File: src/design/lvr_pkg.sv
// Shared constants and types for the longest vertical run block.
`timescale 1ns / 1ps

package lvr_pkg;

  localparam int MAX_WIDTH  = 4096;
  localparam int MAX_HEIGHT = 4096;
  localparam int LANES      = 8;
  localparam int ROWS       = MAX_WIDTH / LANES;
  localparam int POS_W      = $clog2(ROWS);
  localparam int BPR_W      = POS_W + 1;
  localparam int WIDTH_W    = 13;
  localparam int RUN_W      = 13;
  localparam int BEST_W     = 14;
  localparam int WORD_W     = LANES * RUN_W;

  localparam logic REG_IMAGE_WIDTH  = 1'b0;
  localparam logic REG_RUN_POLARITY = 1'b1;

  localparam logic [WIDTH_W-1:0] WIDTH_RESET = WIDTH_W'(MAX_WIDTH);
  localparam logic [RUN_W-1:0]   RUN_SAT     = RUN_W'(MAX_HEIGHT);
  localparam logic signed [BEST_W-1:0] NO_RUN = -14'sd1;

  typedef struct packed {
    logic hit;
    logic [RUN_W-1:0] run;
  } lane_res_t;

  typedef struct packed {
    logic last;
    logic first_row;
    logic polarity;
    logic [LANES-1:0] in_range;
    logic [POS_W-1:0] addr;
  } s1_ctl_t;

endpackage

File: src/design/lvr_merge.sv
// Merge stage: maximum over the lanes and the running best of the image.
`timescale 1ns / 1ps

module lvr_merge (
  input  logic clk,
  input  logic rst,
  input  logic adv,
  input  logic last,
  input  lvr_pkg::lane_res_t lanes [lvr_pkg::LANES],
  output logic signed [lvr_pkg::BEST_W-1:0] best_next
);
  import lvr_pkg::*;

  logic signed [BEST_W-1:0] best;
  logic signed [BEST_W-1:0] l0 [LANES];
  logic signed [BEST_W-1:0] l1 [LANES/2];
  logic signed [BEST_W-1:0] l2 [LANES/4];
  logic signed [BEST_W-1:0] cand;

  always_comb begin
    for (int i = 0; i < LANES; i++) begin
      l0[i] = lanes[i].hit ? $signed({1'b0, lanes[i].run}) : NO_RUN;
    end
    for (int i = 0; i < LANES/2; i++) begin
      l1[i] = (l0[2*i] > l0[2*i+1]) ? l0[2*i] : l0[2*i+1];
    end
    for (int i = 0; i < LANES/4; i++) begin
      l2[i] = (l1[2*i] > l1[2*i+1]) ? l1[2*i] : l1[2*i+1];
    end
    cand      = (l2[0] > l2[1]) ? l2[0] : l2[1];
    best_next = (cand > best) ? cand : best;
  end

  always_ff @(posedge clk) begin
    if (rst) begin
      best <= NO_RUN;
    end else if (adv) begin
      // start afresh once the image is reported
      best <= last ? NO_RUN : best_next;
    end
  end

endmodule

File: config.mk
export PLATFORM = sky130hd
export DESIGN_NAME = lvr_merge
export DESIGN_NICKNAME = d
export VERILOG_FILES = /design/src/design/lvr_pkg.sv /design/src/design/lvr_merge.sv
export SDC_FILE = /design/constraint.sdc
export NUM_CORES = 1
export LEC_CHECK = 0
export BUFFER_PORTS_ARGS = -buffer_cell sky130_fd_sc_hd__buf_2
export CORE_MARGIN = 3
export CORE_UTILIZATION = 52
export DETAILED_ROUTE_END_ITERATION = 16
export HOLD_SLACK_MARGIN = 0.12
export PLACE_DENSITY = 0.79
export SLEW_MARGIN = 30
export SYNTH_ARGS = -nofsm -noshare
export SYNTH_HDL_FRONTEND = slang
export SYNTH_SLANG_ARGS = --single-unit
export TNS_END_PERCENT = 30
File: constraint.sdc
create_clock -name clk -period 14.3 [get_ports clk]
set_clock_uncertainty 0.15 [all_clocks]
set_input_delay 2.86 -clock clk [delete_from_list [all_inputs] [get_ports clk]]
set_output_delay 2.86 -clock clk [all_outputs]
set_load 0.005 [all_outputs]
==> flow_summary_export.csv <==
group,metric,value,unit
finish,final_common_cell,"buf_2",
global_routing,antenna_found_initial,0,
yosys,synth_edf_count,0,
clocking,clk_path_buf_depth,2,
finish,design_area,0.007651,sq mm
yosys,synthXorXnorAreaFrac,1.467,%
placed_design,postPlaceCellArea,0.007039,sq mm
clocking,cts_tree,"yes",
flow_run,maxCapViolations,0,
yosys,synth-main-ff-cell,"dfxtp_1",
yosys,synth_area_leaders,"ha_1, nor2b_1, a21oi_1, nand2b_1, mux2i_1",
yosys,synth_compound_area_share,27.13,%
sta,slew_headroom,42.73,%
setup_path,rrSetupSlack,11.00,ns
placed_design,gp_congestion,0.9441,
clocking,cts.sinks,14,
setup_path,crit_path_end_kind,"output port",
finish,final-instance-count-excl-fill,1181,
sta,fin_crit_sh,98.34,%
sta,hold_viol,0,
sta,finalSetupViolCount,0,
placed_design,dp.cells,1154,
clocking,cts.htree.levels,1,
clocking,cts-root-buf,"clkbuf_16",
yosys,ys_ff_latch,14,
yosys,synthAdderAreaFrac,19.04,%
drt,ant_nets,0,
global_routing,track_usage,26.29,%
yosys,syn_nets,1074,
setup_path,rr_startpoint,"best[1]",
floorplan,initial_core_util,54.14,%
sta,fmax,71.11,MHz
drt,wire_per_inst,15.95,um
setup_path,reg2regPathDepth,17,
global_routing,gr-max-usage-layer,"met2",
yosys,netlist_instances,872,
power,leakage,3.629,nW
finish,layout.nets,1244,
global_routing,globalRouteMet2Util,45.42,%
yosys,synth_cell_types,81,
power,power_density,185.1,mW/mm^2
yosys,synthMuxAreaShare,7.438,%
floorplan,core-area,0.01103,sq mm
min_path,hold_class,"reg -> reg",
drt,drc,0,
yosys,synth_top_area_share,18.02,%
power,peakVddDrop,0.2331,mV
yosys,yosysSeqAreaShare,4.693,%
drt,first_pass_iters,5,
finish,largest_reg_flops,14,
clocking,cts_made_buffers,3,
yosys,yosys.area_share.simple,32.18,%
setup_path,cp_slowest_cell,"o21ai_0",
finish,largestRegisters,"best: 14 flops",
placed_design,numPortBuffers,129,
yosys,synthArstFlopShare,0,%
floorplan,ioPinCount,130,
status,status,"finished, final reports clean",
drt,vias,6984,
setup_path,required,11.29,ns
setup_path,cpPeakStageDelay,0.49,ns
finish,area_delta_synth_final,28.12,%
floorplan,die_area,0.01281,sq mm
finish,diodes,0,
drt,via_per_inst,5.914,
global_routing,grt_pass1_vias,6451,
yosys,yosysWarnings,0,
sta,worst_pin_slew,0.8483,ns
sta,post-route-min-period,14.06,ns
placed_design,place_hpwl,14580,um
global_routing,grt.overflow.total,0,
min_path,hold_depth,2,
sta,timing.final.ws_setup,0.2377,ns
finish,final_core_util,69.36,%
floorplan,rows,38,
setup_path,worstPathMaxFanout,8,
global_routing,grtUsageMet1,34.42,%
finish,nFillCells,916,
drt,drtIter0Drc,716,
yosys,synth_top_family_by_area,"simple AND/OR/NAND/NOR gates",
sta,tns,0,ns
clocking,clkLatencyLatePin,0.25,ns
finish,drive_gt1_share,29.68,%
min_path,whs_endpoint,"best[9]",
floorplan,die_h,113.2,um
drt,totalWireLength,18840,um
finish,largest-register,"best",
setup_path,crit_type,"in -> out",
yosys,yosysTopAreaCell,"ha_1",
global_routing,grt_pass1_wl,28790,um
yosys,synth.avg_cell_area,6.849,sq um
yosys,syn_area,0.005972,sq mm
finish,final_cell_mix,"buf_2, ha_1, nor2_1, a21oi_1, nand2_1",
setup_path,cp-start-kind,"input pin",
global_routing,use_met3,3.155,%
clocking,clk_pin_slew,0.05,ns
sta,slew_violations,0,
floorplan,die_w,113.2,um
setup_path,rr_endpoint,"best[8]",
setup_path,crit_arrival,11.05,ns
global_routing,grt_max_degree,28,
min_path,hp-start,"best[9]",
placed_design,dp_slack,-0.02440,ns
[worst max-delay path by stage]
stage,start,end,slack [ns],cells after the start
floorplan,lanes[13],best_next[10],-0.006,45
global placement,lanes[83],best_next[13],0.1,43
detailed placement,lanes[83],best_next[12],-0.02,43
CTS,lanes[83],best_next[1],0.04,47
global route,lanes[55],best_next[8],-0.22,43
finish,lanes[55],best_next[5],0.24,47
[through the flow]
stage / power [mW] / hold slack (ns)
final: 1.416 / 0.3397
after global routing: 1.547 / 0.3817
after CTS: 1.273 / 0.3426
after detailed placement: 1.196 / 0.3286
after global placement: 1.186 / 0.3245
after floorplan: 0.8363 / 0.3156
[repair_timing]
item / CTS / global route
gates resized for setup: 1 / 98
pin swaps: 1 / 20
setup buffers: 2 / 17
setup endpoints to repair: 11 / 14
hold buffers: 0 / 0
gates cloned: 0 / 4
[layer usage]
layer  share of wire, %  vias to the layer above
li1                   -                     3473
met4                1.9                        0
met2                 48                      267
met1                 43                     3213
met5                  0                        -
met3                6.5                       31
[cell usage after synthesis, types with 6 or more instances]
cell,count
a211oi_1,6
a21o_1,15
a21oi_1,78
a31oi_1,14
buf_2,8
buf_4,6
clkbuf_1,24
dfxtp_1,14
ha_1,86
inv_1,73
mux2_2,7
mux2i_1,35
nand2_1,70
nand2b_1,57
nand3_1,10
nand4_1,12
nor2_1,75
nor2b_1,66
nor3_1,25
nor3_2,15
o211ai_1,6
o21ai_0,28
o21ai_1,16
o221ai_1,11
o31a_1,6
o31ai_1,10
xnor2_1,9
[cell type report]
| cell class | count | area, sq um | area share (%) |
|---|---|---|---|
| inverters | 74 | 282.8 | 3.696 |
| repair buffers | 206 | 1301 | 17.01 |
| multi-input cells | 743 | 5523 | 72.18 |
| well taps | 140 | 175.2 | 2.289 |
| clock buffers | 4 | 88.84 | 1.161 |
| flip-flops and latches | 14 | 280.3 | 3.663 |
[cells by family (layout without fill, tap and decap cells)]
group                    count (synthesis)  after routing
AO/OA/AOI/OAI                          240            240
XOR/XNOR                                10             10
adder cells (fa/ha/maj)                 92             92
buffers and inverters                  115            284
flip-flops                              14             14
multiplexers                            43             43
AND/OR/NAND/NOR                        358            358
[critical path: cells and delay by family]
kind	cells	cell delay (ns)
adders and majority gates	5	1.34
and+or+nand+nor	9	0.97
AOI/OAI and AO/OA	21	4.08
buffers and inverters	11	1.56
muxes	1	0.25
[where the power goes]
part	switching [mW]	total [mW]	internal, mW
clock network	0.0188	0.0614	0.0425
registers	0.00596	0.0557	0.0497
logic	0.721	1.30	0.578
Power figures use the tool's default switching activity.
