[src/design/lvr_pkg.sv]
// Shared constants and types for the longest vertical run block.
`timescale 1ns / 1ps

package lvr_pkg;

  localparam int MAX_WIDTH  = 4096;
  localparam int MAX_HEIGHT = 4096;
  localparam int LANES      = 8;
  localparam int ROWS       = MAX_WIDTH / LANES;
  localparam int POS_W      = $clog2(ROWS);
  localparam int BPR_W      = POS_W + 1;
  localparam int WIDTH_W    = 13;
  localparam int RUN_W      = 13;
  localparam int BEST_W     = 14;
  localparam int WORD_W     = LANES * RUN_W;

  localparam logic REG_IMAGE_WIDTH  = 1'b0;
  localparam logic REG_RUN_POLARITY = 1'b1;

  localparam logic [WIDTH_W-1:0] WIDTH_RESET = WIDTH_W'(MAX_WIDTH);
  localparam logic [RUN_W-1:0]   RUN_SAT     = RUN_W'(MAX_HEIGHT);
  localparam logic signed [BEST_W-1:0] NO_RUN = -14'sd1;

  typedef struct packed {
    logic hit;
    logic [RUN_W-1:0] run;
  } lane_res_t;

  typedef struct packed {
    logic last;
    logic first_row;
    logic polarity;
    logic [LANES-1:0] in_range;
    logic [POS_W-1:0] addr;
  } s1_ctl_t;

endpackage

[src/design/lvr_lane.sv]
// One column lane: updates the run length of a single column.
`timescale 1ns / 1ps

module lvr_lane (
  input  logic pix,
  input  logic polarity,
  input  logic in_range,
  input  logic first_row,
  input  logic [lvr_pkg::RUN_W-1:0] old_run,
  output logic [lvr_pkg::RUN_W-1:0] new_run,
  output lvr_pkg::lane_res_t res
);
  import lvr_pkg::*;

  logic match;
  logic [RUN_W:0] inc;
  logic [RUN_W-1:0] run;

  always_comb begin
    match = (pix == polarity);
    inc   = {1'b0, old_run} + {{RUN_W{1'b0}}, 1'b1};
    if (!match) begin
      run = '0;
    end else if (first_row) begin
      run = RUN_W'(1);
    end else if (inc > {1'b0, RUN_SAT}) begin
      run = RUN_SAT;
    end else begin
      run = inc[RUN_W-1:0];
    end
    // columns past the width keep whatever they held
    new_run = in_range ? run : old_run;
    res.hit = in_range && match;
    res.run = run;
  end

endmodule

[config.mk]
export PLATFORM = sky130hd
export DESIGN_NAME = lvr_lane
export DESIGN_NICKNAME = d
export VERILOG_FILES = /design/src/design/lvr_pkg.sv /design/src/design/lvr_lane.sv
export SDC_FILE = /design/constraint.sdc
export NUM_CORES = 1
export LEC_CHECK = 0
export ABC_AREA = 1
export BUFFER_PORTS_ARGS = -buffer_cell sky130_fd_sc_hd__buf_2
export CORE_MARGIN = 5
export CORE_UTILIZATION = 46
export DETAILED_ROUTE_END_ITERATION = 7
export PLACE_DENSITY = 0.83
export SLEW_MARGIN = 25
export SYNTH_ARGS = -nofsm -noshare
export SYNTH_HDL_FRONTEND = slang
export SYNTH_SLANG_ARGS = --single-unit
[constraint.sdc]
create_clock -name vclk -period 3.5
set_input_delay 0.35 -clock vclk [all_inputs]
set_output_delay 0.35 -clock vclk [all_outputs]
set_load 0.01 [all_outputs]
==> metrics, run 1 <==
hold depth 4; cell count after synthesis approximately 150; Max stage delay cell, worst path nand2_2; Cell Area, Synth between 700 and 800 um2; number of global-route vias before repair between 900 and 1000; final setup violation count 0; gp weighted congestion slightly above 0.9; 1st-iter DRT viols 22; setup repair after global routing missed its margin no; routed wire length ~2.2 mm; Peak Freq 0.378 GHz; total gr overflow 0; final core utilization 63.9%; overall power between 100 and 150 uW; Die Wd about 50 um; number of gates resized after CTS 0; first-pass GRT wire length approximately 3.7 mm; critical path's top delay family simple AND/OR/NAND/NOR gates; Via density about 5; CP bufs+invs 2; Yosys top cell area share roughly a third; final setup TNS 0 ns; DP HPWL 1.83 mm; antenna-violating nets left 0; routed wire length per instance roughly 10 um; Final Worst Setup Slack approximately 0.85 ns; Pleak ~0.00065 uW; Min Clock Period, post-route roughly 2.6 ns; sequential cell area 0 um2; num ports 44; worst-path cell chain buf_2, ha_1, nand2_1, nor2_4, nand2_1, nand2_2, nand2_1, nor2_1, nand4_1, nand2_1, nand2_2, nor2_1, nand2_1, nand2_1, buf_2; Yosys top cell by area nand2_1; Port-buffer cells between 40 and 50; worst slack, placed between 0.8 and 0.9 ns; GR Util All Layers between 10% and 20%; Final Hold Fails 0; Hold Crit Class in2out; share of layout cells above drive strength 1 34.2%; Post-CTS Hold Fix Bufs 0; initial core utilization between 40 and 50%; Layout Nets 213; max-cap violation count 0; outcome finished clean; syn avg cell area between 5 and 6 um2; hold path startpoint old_run[0]; Worst EP required 3.15 ns; chip height just over 50 um; DRC Markers 0; Core Region between 1500 and 2000 um2; Area contributors post-synth nand2_1 (34%), nor2_4 (17%), inv_1 (11%); startpoint types input pin; crit path DAT roughly 2.3 ns; fillers roughly 160; Min-Delay Endpoint new_run[0]; Crit Path Class in2out; sequential share of the synthesized area 0%; most common cell in the netlist nand2_1; Syn Nets 170; largest net degree at the start of global routing 16; CP Capture Type primary output; Rel. slew slack between 60% and 70%; Die ar. ~2600 um2; initial antenna violation count 0; Slew @ Worst Pin around 0.55 ns; hold slack 1.04 ns; Syn. warnings 0; vias approximately 1000; seq_cells 0; most instantiated cells after synthesis nand2_1 (70), inv_1 (22), nor2_1 (12), nor2_4 (12), nand3_1 (9); Ant. Diodes 0; maximum VDD drop approximately 77 uV; Period Utilization, post-route 75.6%; FP Rows 14; drt first pass iters 4; CLK BUF 0; Area growth syn-to-layout 28.4%; Max Transition Viols Final 0; Post-CTS Setup Inserts 0; critical path's largest stage delay 0.31 ns; Cell variety after synth 19; Critical Path Fanout Max 11; PD cells approximately 110 nW/um2; CP most frequent cell nand2_1
-- worst min-delay path, cell delays in order --
cell	delay, ns
buf_2	0.11
nand2_1	0.06
nand2_1	0.05
buf_2	0.12
-- where the power goes --
| group | switching [uW] | total, uW | internal, uW | leakage [uW] |
|---|---|---|---|---|
| Combinational | 71.0 | 110 | 39.2 | 0.000648 |
| Sequential | 0 | 0 | 0 | 0 |
| Clock | 0 | 0 | 0 | 0 |
-- layout make-up --
class / count / area [um2] / share of cell area [%]
Multi-Input combinational cell: 127 / 673 / 67.6
Tap cell: 16 / 20.0 / 2.01
Timing Repair Buffer: 44 / 220 / 22.1
Inverter: 22 / 82.6 / 8.29
-- cells in the final DEF (no fill, tap or decap) --
cell / netlist / routed
nor2_4: 12 / 12
nand3_1: 9 / 9
o21ai_0: 1 / 1
nand4_1: 6 / 6
buf_2: 1 / 44
nand2_1: 70 / 70
nand2_2: 7 / 7
nor2_1: 12 / 12
a21oi_1: 1 / 1
xnor2_1: 2 / 2
inv_1: 22 / 22
o21bai_1: 2 / 2
nand2_4: 1 / 1
nand3_2: 1 / 1
ha_1: 1 / 1
nand3b_1: 1 / 1
nor2_8: 1 / 1
-- worst max path at each step --
| stage | start | to | slack (ns) | cells after the start |
|---|---|---|---|---|
| finish | old_run[1] | new_run[1] | 0.85 | 15 |
| global placement | old_run[1] | new_run[1] | 0.91 | 15 |
| global route | old_run[1] | new_run[1] | 0.57 | 15 |
| detailed placement | old_run[1] | new_run[1] | 0.84 | 15 |
| floorplan | old_run[0] | new_run[10] | 1.42 | 14 |
| CTS | old_run[1] | new_run[1] | 0.83 | 15 |
-- metrics by stage --
step | area, um2 | std cells
6_report | 996 | 209
3_5_place_dp | 996 | 209
5_1_grt | 996 | 209
2_1_floorplan | 776 | 152
3_3_place_gp | 996 | 209
4_1_cts | 996 | 209
-- cells by family (layout without fill, tap and decap cells) --
kind of cell / count (synthesis) / after routing / synth area share, %
xor+xnor: 2 / 2 / 2.26
compound gates: 4 / 4 / 3.22
buf+inv: 25 / 66 / 13.2
simple gates: 120 / 120 / 79.7
fa+ha+maj: 1 / 1 / 1.61
-- routing by layer --
metal  vias up  wire (um)  GRT usage [%]
li1        548          -              -
met1       445        955           22.7
met2        48       1010           30.3
met3         0        219           1.74
met4         0          0           1.79
met5         -          0              0
No activity file was read; power rests on OpenSTA's default activity.
==> run 2, diff against run 1 <==
--- a/config.mk
+++ b/config.mk
@@ -5,12 +5,12 @@
 export SDC_FILE = /design/constraint.sdc
 export NUM_CORES = 1
 export LEC_CHECK = 0
-export ABC_AREA = 1
+export ABC_AREA = 0
 export BUFFER_PORTS_ARGS = -buffer_cell sky130_fd_sc_hd__buf_2
 export CORE_MARGIN = 5
-export CORE_UTILIZATION = 46
+export CORE_UTILIZATION = 42
 export DETAILED_ROUTE_END_ITERATION = 7
-export PLACE_DENSITY = 0.83
+export PLACE_DENSITY = 0.81
 export SLEW_MARGIN = 25
 export SYNTH_ARGS = -nofsm -noshare
 export SYNTH_HDL_FRONTEND = slang
==> constraint.sdc (replaced) <==
create_clock -name vclk -period 2.15
set_input_delay 0.215 -clock vclk [all_inputs]
set_output_delay 0.215 -clock vclk [all_outputs]
set_load 0.01 [all_outputs]
==> run 2 against run 1 <==
- the flow now finishes with violations (negative setup slack)
- first-iteration DRC count rose to 3.7 times the previous value
- sequential share of layout area did not move
- hold slack got worse by 0.32 ns
- design area up 44%
- global-route usage up 7.0 points
- routed wire length up 83%
- die area rose by 5.0%
- via count rose by 28%
- non-clock buffer count rose by 33
- utilization is 20 points higher
- critical path depth decreased by 7
- worst setup slack got worse by 0.96 ns
- critical path type unchanged
- largest cell class unchanged
==> metrics, run 2 <==
initial core utilization roughly 44%; hold depth 3; Die ar. 2740 um2; Post-CTS Hold Fix Bufs 0; maximum VDD drop between 100 and 150 uV; Pleak approximately 0.00067 uW; syn avg cell area 6.37 um2; Area contributors post-synth nor2_1 (6.0%), xnor2_1 (5.8%), nand2_1 (5.0%); Yosys top cell by area nor2_1; crit path DAT just over 2 ns; Syn. warnings 0; startpoint types input pin; most frequent cells in the layout buf_2 (34), buf_4 (32), nor2_1 (10), nand2_1 (9), inv_1 (8); overall power ~270 uW; Ant. Diodes 0; failing checks negative setup slack; routed wire length per instance 18.9 um; sequential cell area 0 um2; Slew @ Worst Pin approximately 0.37 ns; Core Region roughly 1700 um2; most common cell in the netlist nor2_1; Final Hold Fails 0; area post-placement ~1100 um2; Cell Area, Synth 752 um2; drt first pass iters 7; Min Clock Period, post-route 2.26 ns; setup repair after global routing missed its margin yes; Port-buffer cells 44; initial antenna violation count 0; num ports 44; fin area ~1400 um2; Layout Nets 207; Multi-input gate area between 800 and 900 um2; gp weighted congestion between 0.9 and 1; final setup violation count 17; GR Util All Layers 24.0%; Critical Path Fanout Max 4; Rel. slew slack 75.2%; Min-Delay Endpoint res[12]; Via density between 6 and 7; Hold Crit Class in2out; antenna-violating nets left 0; Yosys top cell area share around 6.0%; most instantiated cells after synthesis nor2_1 (12), nand2_1 (10), inv_1 (8); DP HPWL between 2 and 2.5 mm; total gr overflow 0; Area growth syn-to-layout 91.2%; Peak Freq around 0.44 GHz; most common cell after layout, fill and taps aside buf_2; Cell variety after synth 44; cell count after synthesis 118; Worst EP required between 1.5 and 2 ns; seq_cells 0; max-cap violation count 0; chip height around 52 um; Final Worst Setup Slack -0.107 ns; first-pass GRT wire length 5.15 mm; PD cells ~190 nW/um2; vias approximately 1300; Crit Path Class in2out; Die Wd between 50 and 60 um; Period Utilization, post-route 105%; CLK BUF 0; FP Rows 15; Max Transition Viols Final 0; 1st-iter DRT viols 82; DRC Markers 0; Syn Nets approximately 140; number of global-route vias before repair between 1000 and 1500; fillers between 80 and 90; largest net degree at the start of global routing 15; outcome finished, violations left; hold path startpoint first_row; routed wire length ~4.0 mm; sequential share of the synthesized area 0%; share of layout cells above drive strength 1 between 50% and 60%; CP Capture Type primary output
-- run 2: logic make-up (layout without fill, tap and decap cells) --
family	Yosys count	in the layout	synth area share, %
fa+ha+maj	1	1	1.66
xor+xnor	8	8	9.32
simple gates	61	61	45.4
mux	4	4	5.66
buf+inv	16	85	9.82
compound gates	28	28	28.1
-- run 2: per-layer routing --
metal	routed length, um	GRT usage [%]	part of all wire, %
met1	1460	28.6	37
met2	1890	46.5	47
met3	456	0.570	11
met4	194	5.11	4.8
met5	0	0	0
-- run 2: through the flow --
stage | utilization (%) | hold slack (ns) | setup TNS, ns | std cells | worst slack [ns]
floorplan | - | 0.485 | -0.141 | 118 | -0.0604
global placement | 67.2 | 0.707 | -0.504 | 204 | -0.0837
detailed placement | 67.2 | 0.715 | -1.26 | 204 | -0.142
CTS | 73.9 | 0.717 | -0.210 | 206 | -0.0527
global route | 84.2 | 0.721 | -1.71 | 212 | -0.144
finish | 84.2 | 0.720 | -0.584 | 212 | -0.107
-- run 2: how the worst max path moves through the flow --
| stage | from | endpoint | cells after the start |
|---|---|---|---|
| CTS | old_run[5] | new_run[6] | 8 |
| global placement | old_run[5] | new_run[5] | 8 |
| global route | old_run[1] | new_run[6] | 8 |
| floorplan | old_run[3] | new_run[11] | 8 |
| finish | old_run[1] | new_run[6] | 8 |
| detailed placement | old_run[5] | new_run[3] | 8 |
-- run 2: area by class of cell --
class | count | area share [%]
Tap cell | 25 | 2.18
Multi-Input combinational cell | 102 | 57.0
Inverter | 8 | 2.09
Timing Repair Buffer | 77 | 38.7
-- run 2: repair_timing --
item	4_1_cts	5_1_grt
setup buffers	2	6
pin swaps	13	11
setup endpoints to repair	19	24
gates resized for setup	22	30
-- run 2: power breakdown --
part,switching [uW],internal [uW]
Clock,0,0
Combinational,144,128
Sequential,0,0
-- run 2: worst max-delay path: stages --
cell and delay [ns]:
buf_4 0.13, nand3_4 0.10, or3_4 0.36, a22o_1 0.26, o2111a_2 0.32, or2_4 0.29
a31o_1 0.24, buf_6 0.13
==> run 3, diff against run 2 <==
--- a/config.mk
+++ b/config.mk
@@ -10,8 +10,9 @@
 export CORE_MARGIN = 5
 export CORE_UTILIZATION = 42
 export DETAILED_ROUTE_END_ITERATION = 7
-export PLACE_DENSITY = 0.81
+export PLACE_DENSITY_LB_ADDON = 0.3
 export SLEW_MARGIN = 25
 export SYNTH_ARGS = -nofsm -noshare
 export SYNTH_HDL_FRONTEND = slang
 export SYNTH_SLANG_ARGS = --single-unit
+export TNS_END_PERCENT = 50
==> run 3 against run 2 <==
- the flow still finishes with violations (negative setup slack)
- hold slack worse by 0.0096 ns
- total power fell by 8.5%
- non-clock buffer count down 3
- critical path type unchanged
- maximum frequency is essentially flat
- final cell count fell by 1.4%
- sequential cell count did not move
- worst setup slack is essentially flat
- largest power group unchanged
- routed wire length is 15% lower
- sequential share of layout area stayed put
- count of clock-buffer cells in the layout stayed put
- combinational power down 8.5%
- design area shrank 5.9%
==> metrics, run 3 (same netlist as run 2, synthesis figures left out) <==
Period Utilization, post-route 105%; hold slack 0.710 ns; vias 1224; Min Clock Period, post-route between 2 and 2.5 ns; largest net degree at the start of global routing 15; cell total after placement about 210; critical path's top delay family simple AND/OR/NAND/NOR gates; Finished Layout Cells 209; share of layout cells above drive strength 1 between 50 and 60%; fillers 121; number of global-route vias before repair around 1200; drt first pass iters 4; CLK BUF 0; setup repair after global routing missed its margin yes; sequential power share 0%; DP HPWL 2.29 mm; total net switching power 132 uW; CP bufs+invs 3; chip height around 52 um; outcome finished, violations left; Crit Path Class in2out; final core utilization slightly below 80%; FP Rows 15; overall power ~250 uW; Die Wd 52.3 um; Via density slightly below 6; critical path's largest stage delay between 0.5 and 0.6 ns; Worst EP required a little under 2 ns; sequential cell area 0 um2; Pleak between 0.0006 and 0.0007 uW; Clock power frac 0%; Area growth syn-to-layout 79.9%; combinational power share between 90% and 100%; Final Hold Fails 0; GR Util All Layers around a quarter; Internal Power approximately 120 uW; area post-placement around 1200 um2; Hold Crit Class in2out; max-cap violation count 0; most common cell after layout, fill and taps aside buf_2; first-pass GRT wire length 5.20 mm; hold depth 3; DRC Markers 0; 1st-iter DRT viols 43; seq_cells 0; Peak Freq between 0.4 and 0.5 GHz; Port-buffer cells 44; Slew @ Worst Pin roughly 0.31 ns; Critical Path Fanout Max 6; num ports 44; maximum VDD drop between 100 and 150 uV; Max stage delay cell, worst path or4_4; initial core utilization ~44%; gp weighted congestion approximately 0.9; most frequent cells in the layout buf_2 (36), buf_4 (33), nor2_1 (11), nand2_1 (9), inv_1 (8); antenna-violating nets left 0; Max Transition Viols Final 0; hold path startpoint first_row; worst-path cell chain buf_4, nand3_4, or4_4, mux2i_2, o2111a_2, nor2_2, buf_4, a21oi_1, buf_2; Die ar. between 2000 and 3000 um2; PD cells ~180 nW/um2; Core Region around 1700 um2; final setup violation count 15; Final Worst Setup Slack -0.107 ns; startpoint types input pin; total gr overflow 0; Layout Nets 204; crit path DAT around 2 ns; Min-Delay Endpoint res[12]; Sw Ratio a little over half; Rel. slew slack between 70% and 80%; CP most frequent cell buf_4; fin area about 1400 um2; routed wire length per instance between 15 and 20 um; failing checks negative setup slack; Ant. Diodes 0; CP Capture Type primary output; initial antenna violation count 0; routed wire length 3.39 mm
==> run 3: power groups by stage <==
stage | Combinational [uW] | Clock [uW] | Sequential, uW
floorplan | 108 | 0 | 0
global placement | 202 | 0 | 0
detailed placement | 207 | 0 | 0
CTS | 229 | 0 | 0
global route | 267 | 0 | 0
finish | 249 | 0 | 0
==> run 3: what timing repair did <==
action,CTS,global route
resized for setup,26,13
endpoints found under the setup margin,20,24
pin swaps,13,4
hold buffers,0,0
setup buffers,3,1
==> run 3: final cells by class <==
| cell class | count | area [um2] | area share [%] |
|---|---|---|---|
| multi-input cells | 102 | 796 | 58.8 |
| repair buffers | 74 | 495 | 36.6 |
| well taps | 25 | 31.3 | 2.31 |
| inverters | 8 | 30.0 | 2.22 |
==> run 3: layer usage <==
metal  up-vias  part of all wire (%)  GRT usage (%)
li1        571                     -              -
met1       566                    39           30.7
met2        77                    48           40.3
met3        10                    10           1.99
met4         0                   2.8           9.36
met5         -                     0              0
==> run 3: worst max path at each step <==
stage,from,to,cells after the start
floorplan,old_run[3],new_run[11],8
global placement,old_run[5],new_run[9],8
detailed placement,old_run[6],new_run[4],8
CTS,old_run[4],new_run[7],8
global route,old_run[6],res[5],9
finish,old_run[6],res[5],9
==> run 3: through the flow <==
| step | TNS (ns) | worst slack (ns) |
|---|---|---|
| after floorplan | -0.154 | -0.0608 |
| after CTS | -0.0390 | -0.0140 |
| final | -0.428 | -0.107 |
| after global placement | -0.365 | -0.0511 |
| after global routing | -1.84 | -0.210 |
| after detailed placement | -1.56 | -0.133 |
